## src/rtl/dchop_pkg.sv

```systemverilog
`default_nettype none

package dchop_pkg;

    localparam int unsigned TIMER_W = 5;

    typedef enum logic [2:0] {
        CMD_TICK       = 3'd0,
        CMD_WR_DRIVE   = 3'd1,
        CMD_WR_EN_MAIN = 3'd2,
        CMD_WR_EN_DUAL = 3'd3,
        CMD_RD_SENSE   = 3'd4
    } cmd_t;

    localparam logic [7:0]         ENABLE_KEY     = 8'h4D;
    localparam logic [TIMER_W-1:0] COIN_ON_TIME   = TIMER_W'(30);
    localparam logic [TIMER_W-1:0] COIN_GAP_TIME  = TIMER_W'(10);
    localparam logic [7:0]         SEL_MASK       = 8'h50;
    localparam logic [7:0]         SEL_SINGLE     = 8'h10;
    localparam logic [7:0]         SEL_DUAL       = 8'h00;
    localparam logic [7:0]         SENSE_DUAL_BIT = 8'h40;
    localparam logic [7:0]         SENSE_FIXED    = 8'h24;
    localparam logic [7:0]         OPTO_ONE_MASK  = 8'h09;
    localparam logic [7:0]         OPTO_TWO_MASK  = 8'h0A;

    typedef struct packed {
        logic [2:0] cmd;
        logic [7:0] data;
    } in_t;

    typedef struct packed {
        logic [7:0] read_data;
        logic       motor_one_on;
        logic       motor_two_on;
    } out_t;

    typedef struct packed {
        logic tick;
        logic eval;
        logic run;
    } hop_ctl_t;

    typedef struct packed {
        logic motor;
        logic motor_after;
        logic coin;
    } hop_stat_t;

endpackage

`default_nettype wire

```

## src/rtl/dchop_hopper.sv

```systemverilog
`default_nettype none

module dchop_hopper (
    input  wire logic                 clk,
    input  wire logic                 rst_n,
    input  wire dchop_pkg::hop_ctl_t  ctl,
    output dchop_pkg::hop_stat_t      stat
);

    logic                             motor_reg, motor_next;
    logic                             coin_reg, coin_next;
    logic                             phase_reg, phase_next;
    logic [dchop_pkg::TIMER_W-1:0]    timer_reg, timer_next;
    logic [dchop_pkg::TIMER_W-1:0]    timer_dec;

    assign timer_dec = timer_reg - dchop_pkg::TIMER_W'(1);

    always_comb
    begin
        motor_next = motor_reg;
        coin_next  = coin_reg;
        phase_next = phase_reg;
        timer_next = timer_reg;
        if (ctl.eval)
        begin
            if (ctl.run)
            begin
                if (!motor_reg)
                begin
                    motor_next = 1'b1;
                    timer_next = dchop_pkg::COIN_ON_TIME;
                    coin_next  = 1'b0;
                end
            end
            else
            begin
                motor_next = 1'b0;
                timer_next = '0;
                coin_next  = 1'b0;
            end
        end
        else if (ctl.tick && (timer_reg != '0))
        begin
            if (timer_dec == '0)
            begin
                // toggle coin, reload for the next half period
                if (!phase_reg)
                begin
                    coin_next  = 1'b1;
                    timer_next = dchop_pkg::COIN_ON_TIME;
                    phase_next = 1'b1;
                end
                else
                begin
                    coin_next  = 1'b0;
                    timer_next = dchop_pkg::COIN_GAP_TIME;
                    phase_next = 1'b0;
                end
            end
            else
            begin
                timer_next = timer_dec;
            end
        end
    end

    always_ff @(posedge clk or negedge rst_n)
    begin
        if (!rst_n)
        begin
            motor_reg <= 1'b0;
            coin_reg  <= 1'b0;
            phase_reg <= 1'b0;
            timer_reg <= '0;
        end
        else
        begin
            motor_reg <= motor_next;
            coin_reg  <= coin_next;
            phase_reg <= phase_next;
            timer_reg <= timer_next;
        end
    end

    assign stat.motor       = motor_reg;
    assign stat.motor_after = motor_next;
    assign stat.coin        = coin_reg;

    a_stopped_idle: assert property (@(posedge clk) disable iff (!rst_n)
        !motor_reg |-> (timer_reg == '0) && !coin_reg)
        else $error("stopped hopper holds timer or coin");

    a_running_timer: assert property (@(posedge clk) disable iff (!rst_n)
        motor_reg |-> (timer_reg != '0) && (timer_reg <= dchop_pkg::COIN_ON_TIME))
        else $error("running hopper timer out of range");

    a_coin_toggle_reload: assert property (@(posedge clk) disable iff (!rst_n)
        (ctl.tick && !ctl.eval && timer_reg == dchop_pkg::TIMER_W'(1))
            |=> (coin_reg == !$past(phase_reg)) && (phase_reg != $past(phase_reg))
                && (timer_reg != '0))
        else $error("expiry did not set coin from phase and reload");

endmodule

`default_nettype wire

```

## src/rtl/dual_coin_hopper_model_top.sv

```systemverilog
`default_nettype none

// Dual coin hopper model. Each accepted item (tick, drive/enable write or
// sense read) yields exactly one result item, registered at acceptance.
// One item is accepted every clock while the result register is empty or
// being drained (in_ready stays high while that holds); it is the only stage.
// Writes update the drive byte and enable flags and re-evaluate the optos and
// motors in the same cycle; ticks count the pulse timers of both hoppers.
// hopper_type is written through the cfg channel, which is always ready.

module dual_coin_hopper_model_top (
    input  wire logic              clk,
    input  wire logic              rst_n,
    input  wire logic              in_valid,
    output logic                   in_ready,
    input  wire dchop_pkg::in_t    in_item,
    output logic                   out_valid,
    input  wire logic              out_ready,
    output dchop_pkg::out_t        out_item,
    input  wire logic              cfg_valid,
    output logic                   cfg_ready,
    input  wire logic [7:0]        cfg_data
);

    logic [7:0]           hopper_type_reg;
    logic [7:0]           drive_reg, drive_next;
    logic                 en_main_reg, en_main_next;
    logic                 en_dual_reg, en_dual_next;
    logic                 opto_one_reg, opto_one_next;
    logic                 opto_two_reg, opto_two_next;
    logic                 out_valid_reg;
    dchop_pkg::out_t      out_item_reg;
    dchop_pkg::out_t      result;
    logic                 in_accept;
    logic                 is_write;
    logic                 s1, s2;
    logic [7:0]           sense;
    logic [7:0]           sel;
    dchop_pkg::hop_ctl_t  ctl_one, ctl_two;
    dchop_pkg::hop_stat_t stat_one, stat_two;

    assign in_ready  = !out_valid_reg || out_ready;
    assign in_accept = in_valid && in_ready;
    assign cfg_ready = 1'b1;

    assign is_write = (in_item.cmd == dchop_pkg::CMD_WR_DRIVE)
                   || (in_item.cmd == dchop_pkg::CMD_WR_EN_MAIN)
                   || (in_item.cmd == dchop_pkg::CMD_WR_EN_DUAL);

    always_comb
    begin
        drive_next   = drive_reg;
        en_main_next = en_main_reg;
        en_dual_next = en_dual_reg;
        case (in_item.cmd)
            dchop_pkg::CMD_WR_DRIVE:   drive_next   = in_item.data;
            dchop_pkg::CMD_WR_EN_MAIN: en_main_next = (in_item.data == dchop_pkg::ENABLE_KEY);
            dchop_pkg::CMD_WR_EN_DUAL: en_dual_next = (in_item.data == dchop_pkg::ENABLE_KEY);
            default: ;
        endcase
    end

    assign opto_one_next = en_main_next
        && ((drive_next & dchop_pkg::OPTO_ONE_MASK) == dchop_pkg::OPTO_ONE_MASK);
    assign opto_two_next = en_main_next
        && ((drive_next & dchop_pkg::OPTO_TWO_MASK) == dchop_pkg::OPTO_TWO_MASK);

    assign ctl_one.tick = in_accept && (in_item.cmd == dchop_pkg::CMD_TICK);
    assign ctl_one.eval = in_accept && is_write;
    assign ctl_one.run  = en_main_next && drive_next[0] && en_dual_next;
    assign ctl_two.tick = ctl_one.tick;
    assign ctl_two.eval = ctl_one.eval;
    assign ctl_two.run  = en_main_next && drive_next[1] && en_dual_next;

    dchop_hopper u_hop_one (
        .clk   (clk),
        .rst_n (rst_n),
        .ctl   (ctl_one),
        .stat  (stat_one)
    );

    dchop_hopper u_hop_two (
        .clk   (clk),
        .rst_n (rst_n),
        .ctl   (ctl_two),
        .stat  (stat_two)
    );

    assign s1  = stat_one.coin ^ opto_one_reg;
    assign s2  = stat_two.coin ^ opto_two_reg;
    assign sel = hopper_type_reg & dchop_pkg::SEL_MASK;

    always_comb
    begin
        case (sel)
            dchop_pkg::SEL_SINGLE: sense = {7'b0, s1};
            dchop_pkg::SEL_DUAL:   sense = {6'b0, s2 ^ en_dual_reg, s1 ^ en_dual_reg};
            default:               sense = {6'b0, s1, s2};
        endcase
        if (en_dual_reg)
        begin
            sense = sense | dchop_pkg::SENSE_DUAL_BIT;
        end
        sense = sense | dchop_pkg::SENSE_FIXED;
    end

    assign result.read_data    = (in_item.cmd == dchop_pkg::CMD_RD_SENSE) ? sense : 8'h00;
    assign result.motor_one_on = stat_one.motor_after;
    assign result.motor_two_on = stat_two.motor_after;

    always_ff @(posedge clk or negedge rst_n)
    begin
        if (!rst_n)
        begin
            hopper_type_reg <= '0;
            drive_reg       <= '0;
            en_main_reg     <= 1'b0;
            en_dual_reg     <= 1'b0;
            opto_one_reg    <= 1'b0;
            opto_two_reg    <= 1'b0;
            out_valid_reg   <= 1'b0;
        end
        else
        begin
            if (cfg_valid && cfg_ready)
            begin
                hopper_type_reg <= cfg_data;
            end
            if (in_accept && is_write)
            begin
                drive_reg    <= drive_next;
                en_main_reg  <= en_main_next;
                en_dual_reg  <= en_dual_next;
                opto_one_reg <= opto_one_next;
                opto_two_reg <= opto_two_next;
            end
            if (in_accept)
            begin
                out_valid_reg <= 1'b1;
            end
            else if (out_ready)
            begin
                out_valid_reg <= 1'b0;
            end
        end
    end

    always_ff @(posedge clk)
    begin
        if (in_accept)
        begin
            out_item_reg <= result;
        end
    end

    assign out_valid = out_valid_reg;
    assign out_item  = out_item_reg;

    a_read_fixed_bits: assert property (@(posedge clk) disable iff (!rst_n)
        (in_accept && in_item.cmd == dchop_pkg::CMD_RD_SENSE)
            |=> out_item.read_data[5] && out_item.read_data[2])
        else $error("sense item missing fixed bits");

    a_nonread_zero: assert property (@(posedge clk) disable iff (!rst_n)
        (in_accept && in_item.cmd != dchop_pkg::CMD_RD_SENSE)
            |=> out_item.read_data == 8'h00)
        else $error("non-read item carries read data");

    a_motor_needs_enable: assert property (@(posedge clk) disable iff (!rst_n)
        (stat_one.motor || stat_two.motor) |-> en_main_reg && en_dual_reg)
        else $error("motor running without both enables");

endmodule

`default_nettype wire
```

## config.mk

```make
export PLATFORM = sky130hd
export DESIGN_NAME = dual_coin_hopper_model_top
export DESIGN_NICKNAME = d
export VERILOG_FILES = /design/src/rtl/dchop_pkg.sv /design/src/rtl/dchop_hopper.sv /design/src/rtl/dual_coin_hopper_model_top.sv
export SDC_FILE = /design/constraint.sdc
export NUM_CORES = 1
export LEC_CHECK = 0
export ABC_AREA = 1
export BUFFER_PORTS_ARGS = -buffer_cell sky130_fd_sc_hd__buf_2
export CORE_MARGIN = 1.5
export CORE_UTILIZATION = 59
export CTS_CLUSTER_SIZE = 30
export DETAILED_ROUTE_END_ITERATION = 8
export PLACE_DENSITY_LB_ADDON = 0.12
export SYNTH_ARGS = -nofsm -noshare
export SYNTH_HDL_FRONTEND = slang
export SYNTH_SLANG_ARGS = --single-unit
```

## constraint.sdc

```tcl
create_clock -name clk -period 4.61 [get_ports clk]
set_input_delay 0.922 -clock clk [delete_from_list [all_inputs] [get_ports clk]]
set_output_delay 0.922 -clock clk [all_outputs]
set_load 0.005 [all_outputs]
```

==> reports/metrics.sh, run 1 <==
SYN2LAYOUT_AREA_GROWTH_PCT=11.5
TIMING_HOLD_VIOLATIONS_FINAL=0
TIMING.FINAL.MAX_SLEW_VIOLATIONS=0
TOP_POST_SYNTHESIS_CELLS_BY_AREA='dfrtp_1, nand2_1, edfxtp_1'
HP-START='drive_reg[3]$_DFFE_PN0P_'
GR-USAGE-MET2=0.391
DETAILEDROUTE.FIRSTITERATIONVIOLATIONS=56
REGAREA_UM2=831
CTSRESIZECOUNT=0
LAYOUT-DRIVE-GT1-SHARE=0.203
POWER.STATIC_LEAKAGE_uW=0.00120
SETUP-VIOLATIONS-FINAL=0
POSTSYNTHAREAPERCELL_UM2=7.84
OUTCOME='completed'
CP-START-KIND='input port'
GROUTE.LAYER.MET3.USAGE=0.0606
TRITONCTS_NUM_SINKS=32
DRT_PRE_ANTENNA_ITERS=4
CTS.HOLD.BUFFERS_ADDED=0
SETUP.WORST_PATH.END_CLASS='output pin'
GRT_USAGE=0.230
PORT-BUFFER-COUNT=26
WORSTSETUPSTARTPOINT='out_ready'
CLK_PIN_SLEW_NS=0.11
YOSYS.CELL_TYPES.COUNT=33
NUMBER_OF_ANTENNA_VIOLATIONS_AT_THE_FIRST_CHECK_IN_GLOBAL_ROUTING=0
DIODES=0
GLOBALROUTE.TOTALOVERFLOW=0
HOLDCRITPATHCLASS='reg2reg'
WORST_IR_DROP_VDD_mV=0.341
VIAS=1559
MIN_SETUP_SLACK_POST_ROUTE_NS=2.42
FINAL.MIN_CLOCK_PERIOD_NS=2.19
CTS_POST_SETUP_BUFFERS_INSERTED=0
SETUP_TNS_FINAL_NS=0
MULTI_INPUT_AREA_UM2=953
FLIP_FLOP_AND_LATCH_COUNT_AFTER_SYNTHESIS=32
FINCLKSKEW_NS=0.00980
DR_VIAS_CELL=4.87
GLOBAL_ROUTE.USAGE.MET1=0.274
YOSYSSEQAREASHARE=0.429
START_UTIL=0.629
FLOORPLAN.DIE_AREA_MM2=0.00363
LARGEST_REGISTER_FFS=6
YOSYSWARNINGCOUNT=0
TIGHTEST_SLEW_NS=0.586
CAP_VIOL_MAX_COUNT=0
TIMING.RR.START='u_hop_one.timer_reg[0]$_DFFE_PN0P_'
DP_SLACK_NS=2.22
CHIPHEIGHT_UM=60.3
DESIGN.FINAL.NETS=303
MAXCLOCKFREQUENCY_GHz=0.457
CTS.ROOT.BUFFER_CELL='clkbuf_4'
POST_SYNTH_INSTANCE_AREA_MM2=0.00194
FILLERS=270
POST-SYNTH-TOP-AREA-FRACTION=0.336
CELLPOWERDENSITY_mW_PER_MM2=499
CTS.HTREE.LEVELS=2
TIMING.CRITICAL_PATH.FANOUT_MAX=3
AVGROUTEDWIREPERCELL_UM=11.2
ANTENNA_LEFT=0
MAXIMUM_NUMBER_OF_PINS_ON_ONE_NET_BEFORE_GLOBAL_ROUTE_REPAIR=27
SETUP.WORST_PATH.CLASS='in2out'
RSZ0062_AT_GRT='no'
TOP_LEVEL_PORTS=37
CTS_TREE='done'
SLEW_HEADROOM=0.610
MAX-CLOCK-PATH-BUFFERS=2
FP-ROW-COUNT=20
TOTAL_CORE_AREA_MM2=0.00308
ROUTABILITY_CONG=0.826
TOTALWIRELENGTH_UM=3580
DETAIL_ROUTE.DRC_VIOLATIONS=0
NETLIST.TOP_CELL.BY_AREA='dfrtp_1'
DIEWIDTH_UM=60.3
CTS_INSERTED_BUFFERS=5
GRT_PASS1_VIAS=1495
DETAILEDPLACEMENTHPWL_UM=2620
CRIT_REQUIRED_NS=3.69
CRITICAL_PATH_ARRIVAL_NS=1.27
GRT_FIRST_PASS_WIRELENGTH_UM=6110
GR-MAX-USAGE-LAYER='met2'
FINALCRITPERIODSHARE=0.475
POST_SYNTH_INST_COUNT=247
CLOCK_INSERTION_DELAY_WORST_SKEW_NS=0.34
[worst max-delay path: stages]
cell     delay (ns)
buf_2          0.10
inv_1          0.05
nand2_2        0.06
buf_2          0.13
[final timing paths]
path,slack (ns),endpoint,cells past startpoint
min,0.50,drive_reg[3]$_DFFE_PN0P_,2
min reg2reg,0.50,drive_reg[3]$_DFFE_PN0P_,2
max in group asynchronous,3.65,u_hop_one.timer_reg[3]$_DFFE_PN0P_,1
max,2.42,in_ready,4
min in group asynchronous,0.57,opto_one_reg$_DFFE_PN0P_,1
max reg2reg,2.90,u_hop_one.coin_reg$_DFFE_PN0P_,9
[cells by family after synthesis]
| logic type | synth area share |
|---|---|
| AOI/OAI and AO/OA | 0.0705 |
| xor gates and xnor gates | 0.0407 |
| adders and majority gates | 0.0259 |
| buffers and inverters | 0.0821 |
| DFF | 0.429 |
| muxes | 0.00582 |
| other | 0.00388 |
| and+or+nand+nor | 0.342 |
[metrics by stage]
stage	area (µm²)	util	power, µW	hold slack (ns)	cells
3_5_place_dp	2080	0.675	863	0.466	312
4_1_cts	2160	0.701	1080	0.498	320
6_report	2160	0.701	1080	0.498	320
5_1_grt	2160	0.701	1180	0.530	320
3_3_place_gp	2080	0.675	852	0.459	312
2_1_floorplan	1940	-	779	0.444	249
[where the power goes]
group | leakage [µW] | internal (µW) | switching, µW
Sequential | 0.000391 | 364 | 57.5
Clock | 0.0000412 | 113 | 103
Combinational | 0.000772 | 178 | 260
[cell usage in the layout, fill, tap and decap left out, drive strengths merged, types with 2 or more instances in the layout]
cell,count
a21oi,3
buf,26
clkbuf,5
conb,4
dfrtp,26
edfxtp,6
ha,4
inv,29
nand2,100
nand3,17
nand4,2
nor2,14
nor2b,2
nor3,2
o21ai,18
xnor2,3
xor2,6
[final cells by class]
cell class / instances / share of cell area
multi-input cells: 181 / 0.442
well taps: 44 / 0.0255
flip-flops and latches: 32 / 0.385
clock inverters: 3 / 0.0197
repair buffers: 26 / 0.0603
inverters: 29 / 0.0504
clock buffers: 5 / 0.0174
[cell usage after synthesis, drive strengths merged]
| library cell | count |
|---|---|
| ha | 4 |
| xor2 | 6 |
| nor2b | 2 |
| a21oi | 3 |
| dfrtp | 26 |
| inv | 29 |
| nor2 | 14 |
| xnor2 | 3 |
| buf | 7 |
| o21ai | 18 |
| nand4 | 2 |
| edfxtp | 6 |
| nand2 | 100 |
| conb | 2 |
| o22ai | 1 |
| nor3 | 2 |
| a31oi | 1 |
| nand3 | 17 |
| o211ai | 1 |
| nand3b | 1 |
| mux2 | 1 |
| or2 | 1 |
[per-layer routing]
layer  wire [µm]  vias up  share of wire
met1        1700      702           0.47
li1            -      819              -
met3         140        5          0.039
met2        1690       33           0.47
met5           0        -              0
met4          52        0          0.015
(Power assumes the default switching activity.)
==> run 2: changes to the inputs <==
CORE_UTILIZATION = 50   (was 59)
clock period = 1.89 ns   (was 4.61 ns; I/O delays follow)
==> run 2 against run 1 <==
  * Critical path depth is 5 higher
  * Power increased to 2.6 times the previous value
  * Design area up 2.6%
  * Clock-buffer cell count increased by 1
  * Global-route usage fell by 3.1 points
  * Worst hold slack worse by 0.40 ns
  * Critical endpoint is now u_hop_one.timer_reg[2]$_DFFE_PN0P_
==> reports/metrics.sh, run 2 (synthesis results as in run 1) <==
DIEWIDTH_UM=65.2  # +8.2%
DETAIL_ROUTE.DRC_VIOLATIONS=0  # unchanged
CTSRESIZECOUNT=0  # unchanged
FLOORPLAN.DIE_AREA_MM2=0.00425  # +17%
LAYOUT-DRIVE-GT1-SHARE=0.208  # +0.00499
CP_TOP_FAMILY='simple AND/OR/NAND/NOR gates'
MAXIMUM_NUMBER_OF_PINS_ON_ONE_NET_BEFORE_GLOBAL_ROUTE_REPAIR=27  # unchanged
PORT-BUFFER-COUNT=26  # unchanged
PLACE_AREA_MM2=0.00211  # +1.3%
LAYOUT_COMMONEST_CELL='nand2_1'
WHS_NS=0.101  # -0.397 ns
OUTCOME='completed'
SETUP_TNS_FINAL_NS=0  # unchanged
LARGEST_REGISTER_FFS=6  # unchanged
TRITONCTS_NUM_SINKS=32  # unchanged
TOP_LEVEL_PORTS=37  # unchanged
SETUP-VIOLATIONS-FINAL=0  # unchanged
MAX-CLOCK-PATH-BUFFERS=2  # unchanged
VIAS=1569  # +0.64%
CTS.ROOT.BUFFER_CELL='clkbuf_8'
LAYOUT.CELLS.MOST_COMMON_LIST='nand2_1, inv_1, dfrtp_1, buf_2, nand3_1'
CRITICAL_PATH.CELL_CHAIN='inv_1 -> ha_1 -> nand2_1 -> o21ai_0 -> nand2_2 -> nand2_1 -> nand2_1 -> nand2_1 -> nand2_1'
DETAILEDPLACEMENTHPWL_UM=2710  # +3.2%
FINAL.MIN_CLOCK_PERIOD_NS=1.70
ROUTABILITY_CONG=0.790  # -4.5%
CAP_VIOL_MAX_COUNT=0  # unchanged
CTS.HOLD.BUFFERS_ADDED=0  # unchanged
HOLDCRITPATHCLASS='in2async'
CTS_TREE='done'
LARGEST_STAGE_DELAY_WORST_PATH_NS=0.41  # +0.28 ns
CTS_INSERTED_BUFFERS=5  # unchanged
RSZ0062_AT_GRT='no'
POWER.STATIC_LEAKAGE_uW=0.00123  # +2.3%
CRIT_REQUIRED_NS=2.07  # -1.62 ns
WORSTPATHBUFFERINVERTERCOUNT=1  # -2
NUMBER_OF_ANTENNA_VIOLATIONS_AT_THE_FIRST_CHECK_IN_GLOBAL_ROUTING=0  # unchanged
FINAL_CELL_AREA_MM2=0.00221  # +2.6%
DRT_PRE_ANTENNA_ITERS=4  # unchanged
SLEW_HEADROOM=0.594  # -0.0154
DR_VIAS_CELL=4.80  # -1.5%
WORST_IR_DROP_VDD_mV=0.734  # +120%
CRITICAL_PATH_ARRIVAL_NS=1.88  # +0.61 ns
GRT_FIRST_PASS_WIRELENGTH_UM=6390  # +4.5%
AVGROUTEDWIREPERCELL_UM=11.0  # -1.6%
TIMING.FINAL.MAX_SLEW_VIOLATIONS=0  # unchanged
FP-ROW-COUNT=22  # +10%
FINCLKSKEW_NS=0.00419  # -0.00561 ns
CLOCK_INSERTION_DELAY_WORST_SKEW_NS=0.28  # -0.06 ns
CTS_POST_SETUP_BUFFERS_INSERTED=0  # unchanged
CP-START-KIND='register'
FINALCRITPERIODSHARE=0.899
GROUTE.LAYER.MET3.USAGE=0.0565  # -0.00410
TIGHTEST_SLEW_NS=0.609  # +0.0231 ns
CTS.HTREE.LEVELS=2  # unchanged
SETUP.WORST_PATH.END_CLASS='register'
MAXCLOCKFREQUENCY_GHz=0.589
TIMING.CRITICAL_PATH.SLOWEST_STAGE_CELL='dfrtp_1'
SETUP.WORST_PATH.CLASS='reg2reg'
GRT_PASS1_VIAS=1480  # -1.0%
TOTALWIRELENGTH_UM=3600  # +0.53%
GLOBAL_ROUTE.USAGE.MET1=0.253  # -0.0209
GRT_USAGE=0.199  # -0.0312
P_TOTAL_uW=2760  # +160%
DP.CELLS=319  # +2.2%
SYN2LAYOUT_AREA_GROWTH_PCT=14.4
CHIPHEIGHT_UM=65.2  # +8.2%
CELLPOWERDENSITY_mW_PER_MM2=1250  # +150%
START_UTIL=0.525  # -0.104
CLK_PIN_SLEW_NS=0.07  # -0.04 ns
TIMING_HOLD_VIOLATIONS_FINAL=0  # unchanged
TIMING.CRITICAL_PATH.FANOUT_MAX=6  # +3
DETAILEDROUTE.FIRSTITERATIONVIOLATIONS=76  # +36%
ANTENNA_LEFT=0  # unchanged
GLOBALROUTE.TOTALOVERFLOW=0  # unchanged
LAYOUTNONFILLERINSTCOUNT=327  # +2.2%
TOTAL_CORE_AREA_MM2=0.00369  # +20%
DESIGN.FINAL.NETS=306  # +0.99%
GR-MAX-USAGE-LAYER='met2'
DIODES=0  # unchanged
CP_MOST_FREQUENT_CELL='nand2_1'
GR-USAGE-MET2=0.325  # -0.0660
==> run 2: cell types whose count changed in the layout (fill, tap and decap cells not counted) <==
cell	change
buf_4	+3
clkbuf_1	+1
clkbuf_4	-5
clkbuf_8	+5
clkinvlp_4	-1
==> run 2: final cells by class <==
cell class              instances  area, µm²
repair buffers                 29        153
multi-input cells             181        953
clock inverters                 2       35.0
fillers                       362       1480
well taps                      48       60.1
flip-flops and latches         32        831
clock buffers                   6       72.6
inverters                      29        109
==> run 2: path summary, 6_finish.rpt <==
path / start / end / slack [ns] / cells after the start
max in group asynchronous: rst_n / drive_reg[1]$_DFFE_PN0P_ / 1.39 / 1
min in group clk: cfg_data[4] / hopper_type_reg[4]$_DFFE_PN0P_ / 0.31 / 3
min reg2reg: drive_reg[0]$_DFFE_PN0P_ / drive_reg[0]$_DFFE_PN0P_ / 0.48 / 2
max: u_hop_one.timer_reg[0]$_DFFE_PN0P_ / u_hop_one.timer_reg[2]$_DFFE_PN0P_ / 0.19 / 9
min: rst_n / u_hop_two.timer_reg[3]$_DFFE_PN0P_ / 0.10 / 1
max reg2reg: u_hop_one.timer_reg[0]$_DFFE_PN0P_ / u_hop_one.timer_reg[2]$_DFFE_PN0P_ / 0.19 / 9
==> run 2: routing by layer <==
layer	part of all wire	up-vias
met3	0.042	6
met5	0	-
met1	0.48	701
met2	0.46	29
li1	-	833
met4	0.016	0
==> run 2: worst register-to-register path, stage by stage, from the launching register on <==
cell	delay, ns
dfrtp_1	0.41
inv_1	0.09
ha_1	0.18
nand2_1	0.09
o21ai_0	0.39
nand2_2	0.17
nand2_1	0.10
nand2_1	0.06
nand2_1	0.06
nand2_1	0.05
==> run 2: metrics by stage <==
stage	util	setup slack, ns
2_1_floorplan	-	0.386
3_3_place_gp	0.571	0.165
3_5_place_dp	0.571	0.148
4_1_cts	0.600	0.187
5_1_grt	0.600	0.0243
6_report	0.600	0.191
==> run 2: power breakdown <==
group	leakage (µW)	total [µW]	internal (µW)	switching [µW]
registers	0.000391	1030	890	143
clock network	0.0000552	647	391	256
logic	0.000786	1080	442	639
total	0.00123	2760	1720	1040
==> run 3: changes to the inputs <==
ABC_AREA = unset   (was 1)
==> run 3 against run 2 <==
  * Cell count fell by 8.6%
  * Clock skew rose by 0.0037 ns
  * Clock power fell by 13%
  * Combinational power fell by 10%
  * Die area rose by 1.5%
  * Synthesized cell count fell by 19%
  * Critical path type unchanged
  * Largest cell class unchanged
==> reports/metrics.sh, run 3 <==
CTS_TREE='done'
WORST_IR_DROP_VDD_mV=0.513  # -30%
ROUTABILITY_CONG=0.972  # +23%
GLOBALROUTE.TOTALOVERFLOW=0  # unchanged
FINCLKSKEW_NS=0.00785  # +0.00367 ns
START_UTIL=0.529  # +0.00419
MAX-CLOCK-PATH-BUFFERS=2  # unchanged
CRITICAL_PATH_ARRIVAL_NS=1.98  # +0.10 ns
CRITICAL_PATH.CELL_CHAIN='inv_1 -> ha_4 -> nor3b_1 -> nand3b_1 -> nand2_1 -> a31oi_4 -> o22a_1'
POST-SYNTH-TOP-AREA-FRACTION=0.331  # -0.00514
LAYOUT.CORE_UTILIZATION=0.662  # +0.0615
CTS.HOLD.BUFFERS_ADDED=0  # unchanged
SLEW_HEADROOM=0.593  # -0.00112
PORT-BUFFER-COUNT=26  # unchanged
POWER_FRAC_CLOCK=0.221  # -0.013
FLIP_FLOP_AND_LATCH_COUNT_AFTER_SYNTHESIS=32  # unchanged
DETAILEDPLACEMENTHPWL_UM=3450  # +27%
WORSTPATHBUFFERINVERTERCOUNT=1  # unchanged
POST_SYNTH_INST_COUNT=199  # -19%
LAYOUT-DRIVE-GT1-SHARE=0.359  # +0.151
SYNTH_TOP_CELLS_BY_COUNT='dfrtp_1, nand2_1, inv_1'
CLOCK_INSERTION_DELAY_WORST_SKEW_NS=0.28  # about the same
SYN2LAYOUT_AREA_GROWTH_PCT=25.1
P_SWITCHING_uW=874  # -16%
REGAREA_UM2=832  # +0.15%
GRT_FIRST_PASS_WIRELENGTH_UM=7670  # +20%
P_SEQ_FRAC=0.399  # +0.025
POST_SYNTH_INSTANCE_AREA_MM2=0.00197  # +1.6%
TOTALWIRELENGTH_UM=4630  # +29%
CTS_INSERTED_BUFFERS=5  # unchanged
LAYOUTNONFILLERINSTCOUNT=299  # -8.6%
SETUP.WORST_PATH.CLASS='reg2reg'
MULTI_INPUT_AREA_MM2=0.00110  # +16%
CTS.HTREE.LEVELS=2  # unchanged
NUMBER_OF_SYNTHESIZED_FLOPS_WITH_AN_ENABLE_PIN=6  # unchanged
CLK_PIN_SLEW_NS=0.07  # about the same
PLACE_AREA_MM2=0.00228  # +8.1%
GRT_PASS1_VIAS=1695  # +15%
VIAS=1713  # +9.2%
FP-ROW-COUNT=22  # unchanged
CELLPOWERDENSITY_mW_PER_MM2=1040  # -17%
DRT_PRE_ANTENNA_ITERS=4  # unchanged
TIMING_HOLD_VIOLATIONS_FINAL=0  # unchanged
OUTCOME='completed'
TIMING.CRITICAL_PATH.SLOWEST_STAGE_CELL='dfrtp_1'
YOSYSWARNINGCOUNT=0  # unchanged
LAYOUT.CELLS.MOST_COMMON_LIST='buf_2, dfrtp_1, buf_4'
TRITONCTS_NUM_SINKS=32  # unchanged
SETUP_TNS_FINAL_NS=0  # unchanged
AVGROUTEDWIREPERCELL_UM=15.5  # +41%
SETUP-VIOLATIONS-FINAL=0  # unchanged
TIMING.FINAL.MAX_SLEW_VIOLATIONS=0  # unchanged
LARGEST_STAGE_DELAY_WORST_PATH_NS=0.43  # +0.02 ns
TIGHTEST_SLEW_NS=0.611  # +0.00168 ns
NETLIST.TOP_CELL.BY_AREA='dfrtp_1'
TIMING.CRITICAL_PATH.FANOUT_MAX=5  # -1
FINAL.MIN_CLOCK_PERIOD_NS=1.83  # +0.127 ns
SETUP.WORST_PATH.END_CLASS='register'
YS_DOMINANT_REG_CELL='dfrtp_1'
CHIPHEIGHT_UM=65.7  # +0.74%
POSTSYNTHAREAPERCELL_UM2=9.88  # +26%
DIEWIDTH_UM=65.7  # +0.74%
GRT_USAGE=0.238  # +0.0386
NUMBER_OF_ANTENNA_VIOLATIONS_AT_THE_FIRST_CHECK_IN_GLOBAL_ROUTING=0  # unchanged
DIODES=0  # unchanged
CRIT_REQUIRED_NS=2.05  # -0.02 ns
YOSYSSEQAREASHARE=0.423  # -0.00656
FRACTION_OF_REGISTERS_WITH_ASYNC_SET_OR_RESET_AFTER_SYNTHESIS=0.813  # unchanged
MAXCLOCKFREQUENCY_GHz=0.548  # -6.9%
TOP_POST_SYNTHESIS_CELLS_BY_AREA='dfrtp_1, edfxtp_1, nand2_1'
POWER.STATIC_LEAKAGE_uW=0.00113  # -8.3%
CAP_VIOL_MAX_COUNT=0  # unchanged
SWITCHING_SHARE=0.343  # -0.0329
COUNT_LEADER_SYNTH='dfrtp_1'
LARGEST_REGISTER_FFS=6  # unchanged
HOLDCRITPATHCLASS='in2async'
TOTAL_CORE_AREA_MM2=0.00372  # +0.75%
CELL_INTERNAL_PWR_uW=1670  # -3.0%
DETAILEDROUTE.FIRSTITERATIONVIOLATIONS=139  # +83%
TOP_LEVEL_PORTS=37  # unchanged
YOSYS.CELL_TYPES.COUNT=53  # +61%
DESIGN.FINAL.NETS=278  # -9.2%
CTS.ROOT.BUFFER_CELL='clkbuf_8'
FINALCRITPERIODSHARE=0.966  # +0.0671
FINAL_CELL_AREA_MM2=0.00246  # +11%
DP.CELLS=289  # -9.4%
MAXIMUM_NUMBER_OF_PINS_ON_ONE_NET_BEFORE_GLOBAL_ROUTE_REPAIR=27  # unchanged
LAYOUT_COMMONEST_CELL='buf_2'
DR_VIAS_CELL=5.73  # +19%
PWR-SHARE-COMB=0.380  # -0.012
DETAIL_ROUTE.DRC_VIOLATIONS=0  # unchanged
FLOORPLAN.DIE_AREA_MM2=0.00432  # +1.5%
CP_TOP_FAMILY='simple AND/OR/NAND/NOR gates'
FILLERS=291  # -20%
ANTENNA_LEFT=0  # unchanged
CP-START-KIND='register'
==> run 3: cell types whose count changed after synthesis, sizes merged, moves of 4 or more <==
| cell | change |
|---|---|
| nand2 | -81 |
| inv | -17 |
| nand3 | -15 |
| o21ai | -11 |
| and2 | +8 |
| a21oi | +7 |
| nor3b | +6 |
| a211oi | +5 |
| nor2b | +5 |
| mux2i | +4 |
| nor2 | -4 |
| nor3 | +4 |
==> run 3: final timing paths <==
check                                                   startpoint                            endpoint  slack (ns)  depth (start not counted)
min in group clk                                       cfg_data[4]      hopper_type_reg[4]$_DFFE_PN0P_        0.33                          2
worst max register to register  u_hop_two.timer_reg[0]$_DFFE_PN0P_  u_hop_two.timer_reg[2]$_DFFE_PN0P_        0.06                          7
worst min-delay path                                         rst_n      hopper_type_reg[6]$_DFFE_PN0P_        0.10                          1
worst min register to register     u_hop_two.phase_reg$_DFFE_PN0P_     u_hop_two.phase_reg$_DFFE_PN0P_        0.47                          1
worst max-delay path            u_hop_two.timer_reg[0]$_DFFE_PN0P_  u_hop_two.timer_reg[2]$_DFFE_PN0P_        0.06                          7
max in group asynchronous                                    rst_n  u_hop_one.timer_reg[2]$_DFFE_PN0P_        1.35                          1
==> run 3: timing repair <==
| action | in CTS | in global routing |
|---|---|---|
| resized for setup | 2 | 13 |
| setup endpoints to repair | 3 | 14 |
| setup buffers | 1 | 1 |
| pin swaps | 2 | 2 |
==> run 3: power groups by stage <==
stage / clock, µW / combinational, µW / sequential, µW
2_1_floorplan: 0 / 579 / 955
3_3_place_gp: 0 / 801 / 988
3_5_place_dp: 0 / 845 / 1000
4_1_cts: 572 / 863 / 992
5_1_grt: 615 / 1090 / 1040
6_report: 562 / 968 / 1020
==> run 3: layout make-up <==
type | count | area share
Sequential cell | 32 | 0.338
Timing Repair Buffer | 51 | 0.129
Multi-Input combinational cell | 148 | 0.449
Inverter | 12 | 0.0183
Clock buffer | 8 | 0.0407
Tap cell | 48 | 0.0244
==> run 3: worst reg2reg max path: cells and delay by family, from the launching register on <==
kind                     cells  cell delay [ns]
AO/OA/AOI/OAI                2             0.30
buffers and inverters        1             0.15
AND/OR/NAND/NOR              3             0.65
adder cells (fa/ha/maj)      1             0.18
flip-flops                   1             0.43
==> run 3: through the flow <==
stage | power [µW] | hold WS [ns] | setup WS [ns]
after detailed placement | 1850 | 0.421 | -0.215
after global placement | 1790 | 0.413 | -0.135
after global routing | 2740 | 0.147 | -0.0461
final | 2550 | 0.105 | 0.0644
after CTS | 2430 | 0.116 | 0.0362
after floorplan | 1530 | 0.0824 | 0.0883
==> run 3: cell families after synthesis <==
logic type                 count (synthesis)  synth area share
xor gates and xnor gates                   7            0.0312
muxes                                      8            0.0452
other                                      2           0.00382
DFF                                       32             0.423
and+or+nand+nor                           75             0.222
adders and majority gates                  4            0.0255
AOI/OAI and AO/OA                         50             0.197
buffers and inverters                     21            0.0535
==> run 3: per-layer routing <==
| layer | vias to the layer above | GRT usage | share of wire |
|---|---|---|---|
| met4 | 0 | 0.0599 | 0.0024 |
| met1 | 823 | 0.307 | 0.45 |
| li1 | 824 | - | - |
| met3 | 2 | 0.0599 | 0.061 |
| met2 | 64 | 0.398 | 0.49 |
| met5 | - | 0 | 0 |
